**config.mk**
```make
export PLATFORM = sky130hd
export DESIGN_NAME = rotary_encoder_button_input_flat
export DESIGN_NICKNAME = d
export VERILOG_FILES = /design/src/design/rebi_pkg.sv /design/src/design/rebi_channels.sv /design/src/design/rotary_encoder_button_input.sv /design/src/design/rebi_csr.sv /design/src/design/rebi_core.sv /design/src/flat_wrapper.sv
export SDC_FILE = /design/constraint.sdc
export NUM_CORES = 1
export LEC_CHECK = 0
export ABC_CLOCK_PERIOD_IN_PS = 8820
export BUFFER_PORTS_ARGS = -buffer_cell sky130_fd_sc_hd__buf_2
export CORE_UTILIZATION = 56
export CTS_CLUSTER_DIAMETER = 40
export DETAILED_ROUTE_END_ITERATION = 7
export PLACE_DENSITY = 0.7
export SLEW_MARGIN = 20
export SYNTH_ARGS = -nofsm -noshare
export SYNTH_HDL_FRONTEND = slang
export SYNTH_SLANG_ARGS = --single-unit
```
**constraint.sdc**
```tcl
create_clock -name clock -period 8.82 [get_ports clock]
set_input_delay 1.764 -clock clock [delete_from_list [all_inputs] [get_ports clock]]
set_output_delay 1.764 -clock clock [all_outputs]
set_load 0.01 [all_outputs]
```
**src/design/rebi_pkg.sv**
```systemverilog
// Shared types, codes and the quadrature transition table for the encoder/button block.
package rebi_pkg;

   typedef enum logic [1:0] {
      OP_POLL    = 2'd0,
      OP_FLUSH   = 2'd1,
      OP_CAPTURE = 2'd2
   } opcode_type;

   typedef enum logic [1:0] {
      CSR_DETENT_DIVIDER = 2'd0,
      CSR_STEP_COOLDOWN  = 2'd1,
      CSR_DEBOUNCE       = 2'd2,
      CSR_LONG_PRESS     = 2'd3
   } csr_index_type;

   localparam int NOW_BITS  = 32;
   localparam int CSR_BITS  = 16;
   localparam int DIV_BITS  = 8;

   typedef logic signed [1:0] delta_type;

   // Indexed by {last_phase, current_phase}
   localparam delta_type TRANS_TAB [16] = '{
      2'sb00, 2'sb11, 2'sb01, 2'sb00,
      2'sb01, 2'sb00, 2'sb00, 2'sb11,
      2'sb11, 2'sb00, 2'sb00, 2'sb01,
      2'sb00, 2'sb01, 2'sb11, 2'sb00
   };

   typedef struct packed {
      logic [1:0]          opcode;
      logic                phase_a;
      logic                phase_b;
      logic                button_level;
      logic [NOW_BITS-1:0] now_ms;
   } req_type;

   typedef struct packed {
      logic signed [1:0] step;
      logic              short_press;
      logic              long_press;
   } rsp_type;

   typedef struct packed {
      logic [DIV_BITS-1:0] detent_divider;
      logic [CSR_BITS-1:0] step_cooldown_ms;
      logic [CSR_BITS-1:0] debounce_ms;
      logic [CSR_BITS-1:0] long_press_ms;
   } cfg_type;

endpackage

```
**src/design/rebi_channels.sv**
```systemverilog
// Valid/ready channel interfaces for poll items, results and register writes.
interface rebi_req_if;
   logic        valid;
   logic        ready;
   logic [1:0]  opcode;
   logic        phase_a;
   logic        phase_b;
   logic        button_level;
   logic [31:0] now_ms;

   modport source (output valid, opcode, phase_a, phase_b, button_level, now_ms,
                   input ready);
   modport sink   (input valid, opcode, phase_a, phase_b, button_level, now_ms,
                   output ready);
endinterface

interface rebi_rsp_if;
   logic              valid;
   logic              ready;
   logic signed [1:0] step;
   logic              short_press;
   logic              long_press;

   modport source (output valid, step, short_press, long_press, input ready);
   modport sink   (input valid, step, short_press, long_press, output ready);
endinterface

interface rebi_csr_if;
   logic        valid;
   logic        ready;
   logic [1:0]  index;
   logic [15:0] wdata;

   modport source (output valid, index, wdata, input ready);
   modport sink   (input valid, index, wdata, output ready);
endinterface

```
**src/design/rotary_encoder_button_input.sv**
```systemverilog
// Quadrature rotary encoder decoder with debounced push button: top level.
//
// req_bus carries one poll item per beat: opcode (poll, flush, capture phase),
// the two encoder phases, the raw button level (low = pressed) and a wrapping
// millisecond timestamp. rsp_bus returns exactly one result beat per item:
// a detent step of -1/0/+1 plus short- and long-press flags.
// csr_bus writes the four timing/divider registers; it is always ready and
// should only be written while no items are in flight.
//
// A req beat reaches the rsp beat through two registers: the input register,
// then the decode/debounce logic feeding the result register. Throughput is one
// item per cycle while rsp_ready is high; the per-item state update is a single
// pass through the core. When rsp_ready is low the result register holds, the
// input register fills, and req_ready drops only once both are occupied.
// Reset (synchronous, active high) empties both registers, restores register
// defaults (divider 4, cooldown 50, debounce 30, long press 600) and returns the
// decoder to phase 3, zero count, button released.
module rotary_encoder_button_input #(
   parameter int TIME_BITS  = 32,
   parameter int ACCUM_BITS = 16
) (
   input  logic     clock,
   input  logic     reset,
   rebi_req_if.sink   req_bus,
   rebi_rsp_if.source rsp_bus,
   rebi_csr_if.sink   csr_bus
);
   import rebi_pkg::*;

   req_type item_ff, item_in;
   logic    item_valid_ff;
   rsp_type rsp_ff, rsp_in;
   logic    rsp_valid_ff;
   cfg_type cfg;
   logic    fire;
   logic    take;

   assign fire = item_valid_ff && (!rsp_valid_ff || rsp_bus.ready);
   assign req_bus.ready = !item_valid_ff || fire;
   assign take = req_bus.valid && req_bus.ready;

   assign item_in = '{opcode:       req_bus.opcode,
                      phase_a:      req_bus.phase_a,
                      phase_b:      req_bus.phase_b,
                      button_level: req_bus.button_level,
                      now_ms:       req_bus.now_ms};

   assign csr_bus.ready = 1'b1;

   rebi_csr u_csr (
      .clock    (clock),
      .reset    (reset),
      .wr_en    (csr_bus.valid),
      .wr_index (csr_bus.index),
      .wr_data  (csr_bus.wdata),
      .cfg      (cfg)
   );

   rebi_core #(
      .TIME_BITS  (TIME_BITS),
      .ACCUM_BITS (ACCUM_BITS)
   ) u_core (
      .clock  (clock),
      .reset  (reset),
      .fire   (fire),
      .item   (item_ff),
      .cfg    (cfg),
      .result (rsp_in)
   );

   always_ff @(posedge clock) begin
      if (reset) begin
         item_valid_ff <= 1'b0;
         rsp_valid_ff  <= 1'b0;
      end else begin
         if (take) begin
            item_valid_ff <= 1'b1;
         end else if (fire) begin
            item_valid_ff <= 1'b0;
         end
         if (fire) begin
            rsp_valid_ff <= 1'b1;
         end else if (rsp_bus.ready) begin
            rsp_valid_ff <= 1'b0;
         end
      end
   end

   always_ff @(posedge clock) begin
      if (take) begin
         item_ff <= item_in;
      end
      if (fire) begin
         rsp_ff <= rsp_in;
      end
   end

   assign rsp_bus.valid       = rsp_valid_ff;
   assign rsp_bus.step        = rsp_ff.step;
   assign rsp_bus.short_press = rsp_ff.short_press;
   assign rsp_bus.long_press  = rsp_ff.long_press;

endmodule

```
**src/design/rebi_csr.sv**
```systemverilog
// Configuration register file: divider, step cooldown, debounce and long-press times.
module rebi_csr (
   input  logic                 clock,
   input  logic                 reset,
   input  logic                 wr_en,
   input  logic [1:0]           wr_index,
   input  logic [15:0]          wr_data,
   output rebi_pkg::cfg_type    cfg
);
   import rebi_pkg::*;

   cfg_type cfg_ff;
   cfg_type cfg_in;

   always_comb begin
      cfg_in = cfg_ff;
      if (wr_en) begin
         case (wr_index)
            CSR_DETENT_DIVIDER: cfg_in.detent_divider   = wr_data[DIV_BITS-1:0];
            CSR_STEP_COOLDOWN:  cfg_in.step_cooldown_ms = wr_data;
            CSR_DEBOUNCE:       cfg_in.debounce_ms      = wr_data;
            CSR_LONG_PRESS:     cfg_in.long_press_ms    = wr_data;
            default:            cfg_in = cfg_ff;
         endcase
      end
   end

   always_ff @(posedge clock) begin
      if (reset) begin
         cfg_ff.detent_divider   <= DIV_BITS'(4);
         cfg_ff.step_cooldown_ms <= CSR_BITS'(50);
         cfg_ff.debounce_ms      <= CSR_BITS'(30);
         cfg_ff.long_press_ms    <= CSR_BITS'(600);
      end else begin
         cfg_ff <= cfg_in;
      end
   end

   assign cfg = cfg_ff;

endmodule

```
**src/design/rebi_core.sv**
```systemverilog
// Decoder state and the single-pass next-state/result logic for one item.
module rebi_core #(
   parameter int TIME_BITS  = 32,
   parameter int ACCUM_BITS = 16
) (
   input  logic              clock,
   input  logic              reset,
   input  logic              fire,
   input  rebi_pkg::req_type item,
   input  rebi_pkg::cfg_type cfg,
   output rebi_pkg::rsp_type result
);
   import rebi_pkg::*;

   localparam int SUM_BITS = ACCUM_BITS + 1;
   localparam logic signed [SUM_BITS-1:0] ACC_MAX = SUM_BITS'((1 << (ACCUM_BITS - 1)) - 1);
   localparam logic signed [SUM_BITS-1:0] ACC_MIN = -ACC_MAX - SUM_BITS'(1);

   logic [1:0]                   last_phase_ff, last_phase_in;
   logic signed [ACCUM_BITS-1:0] accum_ff, accum_in;
   logic [TIME_BITS-1:0]         last_step_ff, last_step_in;
   logic                         last_reading_ff, last_reading_in;
   logic [TIME_BITS-1:0]         last_change_ff, last_change_in;
   logic [TIME_BITS-1:0]         press_start_ff, press_start_in;
   logic                         held_ff, held_in;
   logic                         long_fired_ff, long_fired_in;

   logic [1:0]                   cur;
   logic [TIME_BITS-1:0]         now_t;
   logic signed [SUM_BITS-1:0]   sum;
   logic signed [ACCUM_BITS-1:0] accum_mid;
   logic [SUM_BITS-1:0]          mag;
   logic [SUM_BITS-1:0]          div;
   logic                         step_fire;
   logic [TIME_BITS-1:0]         since_step, since_change, since_press;
   logic                         stable, press_evt, release_evt;
   logic                         sp, lp;

   assign cur   = {item.phase_a, item.phase_b};
   assign now_t = TIME_BITS'(item.now_ms);

   assign sum = SUM_BITS'(accum_ff) + SUM_BITS'(TRANS_TAB[{last_phase_ff, cur}]);

   always_comb begin
      if (cur == last_phase_ff) begin
         accum_mid = accum_ff;
      end else if (sum > ACC_MAX) begin
         accum_mid = ACCUM_BITS'(ACC_MAX);
      end else if (sum < ACC_MIN) begin
         accum_mid = ACCUM_BITS'(ACC_MIN);
      end else begin
         accum_mid = ACCUM_BITS'(sum);
      end
   end

   // Extra bit keeps the magnitude of the most negative value
   assign mag = accum_mid[ACCUM_BITS-1] ? -SUM_BITS'(accum_mid) : SUM_BITS'(accum_mid);
   assign div = (cfg.detent_divider == '0) ? SUM_BITS'(1) : SUM_BITS'(cfg.detent_divider);

   assign since_step   = now_t - last_step_ff;
   assign since_change = now_t - last_change_ff;
   assign since_press  = now_t - press_start_ff;

   assign step_fire = (mag >= div) && (since_step > TIME_BITS'(cfg.step_cooldown_ms));

   // A level change restarts the debounce window, so it can never be stable on that poll
   assign stable      = (item.button_level == last_reading_ff) &&
                        (since_change > TIME_BITS'(cfg.debounce_ms));
   assign press_evt   = stable && !item.button_level && !held_ff;
   assign release_evt = stable && item.button_level && held_ff;
   assign sp          = release_evt && (since_press < TIME_BITS'(cfg.long_press_ms));
   assign lp          = held_ff && !long_fired_ff && !release_evt &&
                        (since_press > TIME_BITS'(cfg.long_press_ms));

   always_comb begin
      last_phase_in   = last_phase_ff;
      accum_in        = accum_ff;
      last_step_in    = last_step_ff;
      last_reading_in = last_reading_ff;
      last_change_in  = last_change_ff;
      press_start_in  = press_start_ff;
      held_in         = held_ff;
      long_fired_in   = long_fired_ff;
      result          = '0;
      case (item.opcode)
         OP_FLUSH: begin
            accum_in      = '0;
            long_fired_in = 1'b0;
         end
         OP_CAPTURE: begin
            last_phase_in = cur;
         end
         OP_POLL: begin
            last_phase_in = cur;
            if (step_fire) begin
               accum_in     = '0;
               last_step_in = now_t;
               result.step  = (accum_mid > 0) ? 2'sb01 : 2'sb11;
            end else begin
               accum_in = accum_mid;
            end
            if (item.button_level != last_reading_ff) begin
               last_change_in = now_t;
            end
            last_reading_in = item.button_level;
            if (press_evt) begin
               held_in        = 1'b1;
               press_start_in = now_t;
               long_fired_in  = 1'b0;
            end else if (release_evt) begin
               held_in = 1'b0;
            end else if (lp) begin
               long_fired_in = 1'b1;
            end
            result.short_press = sp;
            result.long_press  = lp;
         end
         default: begin
            result = '0;
         end
      endcase
   end

   always_ff @(posedge clock) begin
      if (reset) begin
         last_phase_ff   <= 2'b11;
         accum_ff        <= '0;
         last_step_ff    <= '0;
         last_reading_ff <= 1'b1;
         last_change_ff  <= '0;
         press_start_ff  <= '0;
         held_ff         <= 1'b0;
         long_fired_ff   <= 1'b0;
      end else if (fire) begin
         last_phase_ff   <= last_phase_in;
         accum_ff        <= accum_in;
         last_step_ff    <= last_step_in;
         last_reading_ff <= last_reading_in;
         last_change_ff  <= last_change_in;
         press_start_ff  <= press_start_in;
         held_ff         <= held_in;
         long_fired_ff   <= long_fired_in;
      end
   end

endmodule
```
**src/flat_wrapper.sv**
```systemverilog
// flat-port wrapper written by rule: the top's interface ports become plain ports
module rotary_encoder_button_input_flat import rebi_pkg::*;
#(
   parameter int TIME_BITS  = 32,
   parameter int ACCUM_BITS = 16
)
  (clock, reset, req_bus_valid, req_bus_opcode, req_bus_phase_a, req_bus_phase_b, req_bus_button_level, req_bus_now_ms, req_bus_ready, rsp_bus_valid, rsp_bus_step, rsp_bus_short_press, rsp_bus_long_press, rsp_bus_ready, csr_bus_valid, csr_bus_index, csr_bus_wdata, csr_bus_ready);
  rebi_req_if req_bus_i ();
  rebi_rsp_if rsp_bus_i ();
  rebi_csr_if csr_bus_i ();
  input  logic clock;
  input  logic reset;
  input wire logic [$bits(req_bus_i.valid)-1:0] req_bus_valid;
  input wire logic [$bits(req_bus_i.opcode)-1:0] req_bus_opcode;
  input wire logic [$bits(req_bus_i.phase_a)-1:0] req_bus_phase_a;
  input wire logic [$bits(req_bus_i.phase_b)-1:0] req_bus_phase_b;
  input wire logic [$bits(req_bus_i.button_level)-1:0] req_bus_button_level;
  input wire logic [$bits(req_bus_i.now_ms)-1:0] req_bus_now_ms;
  output wire logic [$bits(req_bus_i.ready)-1:0] req_bus_ready;
  output wire logic [$bits(rsp_bus_i.valid)-1:0] rsp_bus_valid;
  output wire logic [$bits(rsp_bus_i.step)-1:0] rsp_bus_step;
  output wire logic [$bits(rsp_bus_i.short_press)-1:0] rsp_bus_short_press;
  output wire logic [$bits(rsp_bus_i.long_press)-1:0] rsp_bus_long_press;
  input wire logic [$bits(rsp_bus_i.ready)-1:0] rsp_bus_ready;
  input wire logic [$bits(csr_bus_i.valid)-1:0] csr_bus_valid;
  input wire logic [$bits(csr_bus_i.index)-1:0] csr_bus_index;
  input wire logic [$bits(csr_bus_i.wdata)-1:0] csr_bus_wdata;
  output wire logic [$bits(csr_bus_i.ready)-1:0] csr_bus_ready;
  assign req_bus_i.valid = req_bus_valid;
  assign req_bus_i.opcode = req_bus_opcode;
  assign req_bus_i.phase_a = req_bus_phase_a;
  assign req_bus_i.phase_b = req_bus_phase_b;
  assign req_bus_i.button_level = req_bus_button_level;
  assign req_bus_i.now_ms = req_bus_now_ms;
  assign req_bus_ready = req_bus_i.ready;
  assign rsp_bus_valid = rsp_bus_i.valid;
  assign rsp_bus_step = rsp_bus_i.step;
  assign rsp_bus_short_press = rsp_bus_i.short_press;
  assign rsp_bus_long_press = rsp_bus_i.long_press;
  assign rsp_bus_i.ready = rsp_bus_ready;
  assign csr_bus_i.valid = csr_bus_valid;
  assign csr_bus_i.index = csr_bus_index;
  assign csr_bus_i.wdata = csr_bus_wdata;
  assign csr_bus_ready = csr_bus_i.ready;
  rotary_encoder_button_input #(.TIME_BITS(TIME_BITS), .ACCUM_BITS(ACCUM_BITS)) u_core (.clock(clock), .reset(reset), .req_bus(req_bus_i), .rsp_bus(rsp_bus_i), .csr_bus(csr_bus_i));
endmodule
```
==> metrics.csv, run 1 <==
stage,metric,value,unit
synthesis,synth_edf_count,41,
cts,cts_hold_buf,0,
floorplan,num_rows,62,
power,p_per_area,171.9,nW/um2
grt,antenna_found_initial,0,
layout,multiInputGateArea,10790,um2
synthesis,synth_top_family_by_area,compound AO/OA/AOI/OAI gates,
critical_path,rr_worst_depth,25,
layout,synthToLayoutAreaGrowth,10.34,%
floorplan,dieWidth,174.3,um
timing,max-slew-margin-rel,0.2800,
cts,cts_buffers,38,
cts,clkSinkCount,216,
power,p_clk_frac,0.450,
cts,cts_tree,yes,
power,seqPwrFrac,0.340,
cts,htree_levels,2,
grt,grt_pass1_vias,13820,
power,p_int,2190,uW
synthesis,synthMuxAreaShare,0.03057,
timing,hold_viol,0,
timing,period_needed,7.211,ns
critical_path,worst_ep_arrival_time,7.47,ns
power,p_sw_frac,0.3055,
detailed_routing,wire_per_inst,17.65,um
layout,nets,2334,
timing,rsz0062_at_grt,false,
grt,overflow,0,
critical_path,endpoint_kind,register,
layout,fin_util,0.6337,
detailed_routing,dr.pass1.iters,6,
floorplan,io_pins,67,
synthesis,yosysSeqAreaShare,0.2849,
critical_path,worstPathMaxFanout,18,
timing,worstMarginPinSlew,1.080,ns
min_path,hold_depth,2,
floorplan,start_util,0.5744,
run_status,status,completed,
detailed_routing,route.detailed.drc,0,
synthesis,synth-compound-area-share,0.2552,
synthesis,syn-num-nets,2320,
timing,setup_tns,0,ns
power,peakVddDrop,0.1682,mV
min_path,hold_class,reg -> reg,
synthesis,yosysWarnings,0,
critical_path,path_class,reg -> reg,
detailed_routing,avgViaCountPerCell,5.994,
synthesis,synth_area_leaders,"dfxtp_1 (21%), ha_1 (13%), edfxtp_1 (7.4%)",
synthesis,synthFlopType,dfxtp_1,
detailed_routing,routed_wl,44370,um
cts,clock_path_buffers,3,
place,dp_hpwl,33110,um
critical_path,cp-start-kind,register,
synthesis,synthSimpleGateAreaFrac,0.1897,
synthesis,ys_ff_latch,216,
floorplan,die_h,174.3,um
grt,grt_max_degree,103,
critical_path,timing.rr.start,u_core.item_ff[33]$_DFFE_PP_,
grt,grt_pass1_wl,71100,um
synthesis,synth_area,16620,um2
layout,antenna_cells,0,
layout,drive_above_1_share,0.08169,
critical_path,r2r_end,u_core.rsp_bus.step[1]$_SDFFCE_PN0P_,
critical_path,r2r_slack,1.61,ns
synthesis,synthCells,2086,
timing,max_freq,138.7,MHz
detailed_routing,drt_iter0_markers,1129,
synthesis,synth_area_leader_cell,dfxtp_1,
grt,grtUsageTotal,0.2878,
layout,fillers,2564,
synthesis,synthArstFlopShare,0,
synthesis,synth_fa_ha_area_frac,0.1328,
cts,worstSkewPairLatency,0.53,ns
place,port_buffers,65,
flow_run,cap_violations,0,
timing,finalSetupViolations,0,
power,combPwrFrac,0.211,
floorplan,die_area,30370,um2
detailed_routing,vias,15070,
critical_path,worstPathRequired,9.08,ns
synthesis,synthTopCellsByCount,"nand2_1 (233), a21oi_1 (224), inv_1 (186)",
cts,root_buffer,clkbuf_16,
synthesis,synth_cell_type_count,88,
synthesis,synth_xor_area_frac,0.03952,
cts,ctsResizeCount,0,
cts,post-cts-setup-buffers,0,
detailed_routing,postRouteAntennaNets,0,
min_path,min_to,u_core.u_core.last_change_ff[21]$_SDFFE_PP0P_,
layout,seq_area,4735,um2
min_path,hold_start,u_core.u_core.last_change_ff[21]$_SDFFE_PP0P_,
synthesis,synth.avg_cell_area,7.967,um2
timing,min_period_over_period,0.8176,
place,gp_congestion,0.9189,
timing,clock_skew,0.02989,ns
synthesis,synth_top_cell_area_share,0.2108,
synthesis,synth.most_common_cell,nand2_1,
cts,clkTransAtPathRegs,0.05,ns
power,switchingPower,963.2,uW
power,leakagePower,0.007090,uW
timing,finalMaxSlewViolations,0,
floorplan,design.core.area,28940,um2
## cells by family after synthesis
group                    count (synthesis)
adder cells (fa/ha/maj)                174
AO/OA/AOI/OAI                          647
XOR/XNOR                                75
AND/OR/NAND/NOR                        639
buffers and inverters                  285
flip-flops                             216
multiplexers                            49
other                                    1
## layout by cell type, fill, tap and decap left out, drive strengths merged, types with 51 or more instances in the layout
| master | instances |
|---|---|
| inv | 193 |
| nand2b | 87 |
| ha | 170 |
| xnor2 | 51 |
| dfxtp | 175 |
| a21o | 88 |
| o21ai | 109 |
| nand3 | 65 |
| nand2 | 233 |
| nor2 | 90 |
| a21oi | 226 |
| buf | 73 |
## worst max-delay path: stages, from the launching register on
cell	delay, ns
edfxtp_1	0.44
inv_1	0.09
ha_1	0.21
mux4_2	0.67
ha_1	0.45
a211oi_2	0.32
o21ai_0	0.14
a311o_1	0.37
o21ai_0	0.41
a2bb2oi_1	0.20
a2bb2oi_1	0.63
ha_1	0.35
nor2_1	0.10
a21oi_1	0.06
ha_1	0.34
a21o_1	0.17
a21oi_1	0.13
nor2b_1	0.05
o21ai_0	0.14
nand2b_1	0.08
a211oi_1	0.23
o21bai_1	0.12
a2111o_1	0.36
nor3_2	0.32
a21oi_2	0.32
and3_1	0.27
## how the worst max path moves through the flow
stage / slack (ns) / from / end
after CTS: 1.69 / u_core.item_ff[33]$_DFFE_PP_ / u_core.rsp_bus.step[1]$_SDFFCE_PN0P_
after floorplan: 2.57 / u_core.item_ff[33]$_DFFE_PP_ / u_core.rsp_bus.step[0]$_SDFFCE_PN0P_
after global placement: 1.80 / u_core.item_ff[33]$_DFFE_PP_ / u_core.rsp_bus.step[1]$_SDFFCE_PN0P_
after detailed placement: 1.71 / u_core.item_ff[33]$_DFFE_PP_ / u_core.rsp_bus.step[1]$_SDFFCE_PN0P_
final: 1.61 / u_core.item_ff[33]$_DFFE_PP_ / u_core.rsp_bus.step[1]$_SDFFCE_PN0P_
after global routing: 1.08 / u_core.item_ff[33]$_DFFE_PP_ / u_core.rsp_bus.step[1]$_SDFFCE_PN0P_
## per-stage QoR
step	instance area (um2)	hold WS [ns]	worst slack (ns)	std cells	power, uW
2_1_floorplan	16620	0.4281	2.567	2086	1575
5_1_grt	18340	0.4723	1.084	2514	3291
6_report	18340	0.4520	1.609	2514	3153
3_3_place_gp	17090	0.4409	1.798	2444	1728
4_1_cts	18340	0.4521	1.685	2514	3170
3_5_place_dp	17090	0.4416	1.713	2444	1741
## layout make-up
type / instances / area share
clock buffers: 49 / 0.05697
inverters: 186 / 0.03807
multi-input cells: 1585 / 0.5884
repair buffers: 73 / 0.02115
clock inverters: 21 / 0.01105
well taps: 384 / 0.02620
flip-flops and latches: 216 / 0.2582
## power groups by stage
stage                     Sequential (uW)  Clock [uW]  Combinational, uW
after global placement               1090           0                639
after CTS                            1070        1440                656
after detailed placement             1090           0                650
final                                1070        1420                664
after floorplan                      1070           0                500
after global routing                 1070        1480                738
## per-layer routing
layer  global-route usage  share of wire
met1               0.3968           0.47
met2               0.4816           0.46
met3              0.02581          0.048
met4              0.07456          0.021
met5                    0              0
## state kept, by name, indices dropped and copies added, names as in the netlist, 2 cells and up
register                      cells
u_core.rsp_bus.step               2
u_core.u_core.accum_ff           16
u_core.u_csr.cfg                 56
u_core.u_core.last_change_ff     32
u_core.u_core.last_step_ff       32
u_core.u_core.last_phase_ff       2
u_core.item_ff                   37
u_core.u_core.press_start_ff     32
No activity file was read; power rests on OpenSTA's default activity.
==> run 2: changes to the inputs <==
Settings changed: ABC_CLOCK_PERIOD_IN_PS 8820 to 6200, PLACE_DENSITY 0.7 to 0.73.
Clock period 8.82 ns to 6.2 ns, I/O delays scaled along.
==> run 2 against run 1 <==
  * Die area unchanged
  * Critical path type unchanged
  * Sequential share of layout area decreased by 1.0 points
  * Clock-buffer cell count is 4 lower
  * Largest power group unchanged
==> metrics.csv, run 2 (synthesis results as in run 1) <==
stage,metric,value,unit,change
grt,grt_busiest_layer,met2,,unchanged
grt,overflow,0,,unchanged
floorplan,dieWidth,174.3,um,unchanged
flow_run,cap_violations,0,,unchanged
timing,hold_viol,0,,unchanged
floorplan,die_area,30370,um2,unchanged
power,leakagePower,0.007474,uW,was 0.007090 uW
floorplan,start_util,0.5744,,unchanged
critical_path,cp-start-kind,register,,unchanged
layout,fin_util,0.6603,,was 0.6337
cts,worstSkewPairLatency,0.51,ns,was 0.53 ns
critical_path,cp_common_cell,buf_4,,was ha_1
detailed_routing,routed_wl,45400,um,"was 44,370 um"
place,port_buffers,65,,unchanged
timing,finalMaxSlewViolations,0,,unchanged
timing,fin_hold_ws,0.4522,ns,was 0.4520 ns
critical_path,endpoint_kind,register,,unchanged
place,dp_hpwl,33420,um,"was 33,110 um"
grt,grt_max_degree,100,,was 103
critical_path,worst_ep_arrival_time,6.41,ns,was 7.47 ns
detailed_routing,wire_per_inst,17.60,um,was 17.65 um
min_path,hold_class,reg -> reg,,unchanged
run_status,status,completed,,unchanged
layout,largest_reg_flops,56,,unchanged
cts,htree_levels,2,,unchanged
floorplan,io_pins,67,,unchanged
layout,layout.cells.non_filler,2580,,"was 2,514"
detailed_routing,route.detailed.drc,0,,unchanged
critical_path,crit_slowest_cell,edfxtp_1,,was mux4_2
layout,fillers,2465,,"was 2,564"
cts,clkSinkCount,216,,unchanged
timing,max-slew-margin-rel,0.2716,,was 0.2800
place,dp.cells,2497,,"was 2,444"
cts,cts_hold_buf,0,,unchanged
grt,met2_usage,0.4982,,was 0.4816
timing,finalSetupViolations,0,,unchanged
power,peakVddDrop,0.2541,mV,was 0.1682 mV
floorplan,num_rows,62,,unchanged
critical_path,worstPathMaxFanout,10,,was 18
floorplan,die_h,174.3,um,unchanged
place,gp_congestion,0.9213,,was 0.9189
detailed_routing,drt_iter0_markers,1062,,"was 1,129"
grt,grt_pass1_vias,14690,,was 13.82k
layout,antenna_cells,0,,unchanged
timing,clock_skew,0.01780,ns,was 0.02989 ns
grt,grtUsageTotal,0.2920,,was 0.2878
grt,antenna_found_initial,0,,unchanged
layout,final_cell_mix,"nand2_1 (232), a21oi_1 (219), inv_1 (184)",,"was nand2_1 (233), a21oi_1 (224), inv_1 (186)"
floorplan,design.core.area,28940,um2,unchanged
critical_path,worstPathRequired,6.63,ns,was 9.08 ns
critical_path,path_class,reg -> reg,,unchanged
timing,max_freq,167.4,MHz,was 138.7 MHz
grt,grt_pass1_wl,72350,um,"was 71,100 um"
grt,grtUsageMet3,0.03062,,was 0.02581
detailed_routing,postRouteAntennaNets,0,,unchanged
timing,min_period_over_period,0.9635,,was 0.8176
power,p_per_area,236.3,nW/um2,was 171.9 nW/um2
timing,worstMarginPinSlew,1.093,ns,was 1.080 ns
timing,fin_ws,0.2261,ns,was 1.609 ns
layout,drive_above_1_share,0.1275,,was 0.08169
detailed_routing,dr.pass1.iters,5,,was 6
cts,clock_path_buffers,3,,unchanged
cts,cts_buffers,36,,was 38
layout,synthToLayoutAreaGrowth,14.95,%,was 10.34%
layout,nets,2404,,"was 2,334"
cts,root_buffer,clkbuf_16,,unchanged
timing,period_needed,5.974,ns,was 7.211 ns
critical_path,max_stage_delay,0.50,ns,was 0.67 ns
layout,final_common_cell,nand2_1,,unchanged
detailed_routing,avgViaCountPerCell,6.059,,was 5.994
cts,clkTransAtPathRegs,0.06,ns,was 0.05 ns
timing,setup_tns,0,ns,unchanged
detailed_routing,vias,15630,,was 15.07k
grt,use_met1,0.3759,,was 0.3968
cts,cts_tree,yes,,unchanged
place,pre_cts_slack,-0.1539,ns,was 1.713 ns
run 2: per-stage QoR:
stage	area, um2	total power, uW
global route	19100	4712
global placement	17530	2501
CTS	18770	4499
finish	19100	4515
floorplan	16630	2242
detailed placement	17530	2525
run 2: routing by layer:
metal / part of all wire / up-vias
li1: - / 7623
met1: 0.43 / 7421
met2: 0.47 / 491
met3: 0.058 / 98
met4: 0.036 / 0
met5: 0 / -
run 2: final cells by class:
cell class                 count  area [um2]  share of cell area
clock buffer                  45       997.2             0.05220
inverter                     186       698.2             0.03654
tap                          384       480.5             0.02515
clock inverter                19       187.7            0.009824
sequential                   216        4735              0.2478
multi-input combinational   1587       11030              0.5771
timing repair buffer         143       980.9             0.05135
run 2: critical path, delay by kind of cell (launching register included):
kind / cells / cell delay [ns]
flip-flops: 1 / 0.50
multiplexers: 2 / 0.68
AO/OA/AOI/OAI: 12 / 2.14
XOR/XNOR: 1 / 0.16
AND/OR/NAND/NOR: 4 / 0.59
adder cells (fa/ha/maj): 3 / 0.78
buffers and inverters: 6 / 1.05
run 2: final timing paths:
path	startpoint	to	slack (ns)	cells past startpoint
worst max-delay path	u_core.item_ff[34]$_DFFE_PP_	u_core.u_core.last_step_ff[6]$_SDFFE_PP0P_	0.23	28
worst min-delay path	u_core.u_core.last_change_ff[21]$_SDFFE_PP0P_	u_core.u_core.last_change_ff[21]$_SDFFE_PP0P_	0.45	2
worst max register to register	u_core.item_ff[34]$_DFFE_PP_	u_core.u_core.last_step_ff[6]$_SDFFE_PP0P_	0.23	28
worst min register to register	u_core.u_core.last_change_ff[21]$_SDFFE_PP0P_	u_core.u_core.last_change_ff[21]$_SDFFE_PP0P_	0.45	2
run 2: report_power, final:
| part | switching [uW] | internal (uW) | leakage, uW |
|---|---|---|---|
| combinational | 599 | 442 | 0.00507 |
| clock | 744 | 1210 | 0.000583 |
| sequential | 45.3 | 1470 | 0.00182 |
run 2: repair_timing:
action | CTS | global route
endpoints found under the setup margin | 41 | 86
gates cloned | 1 | 3
pin swaps | 1 | 14
buffers inserted | 0 | 15
resized for setup | 6 | 39
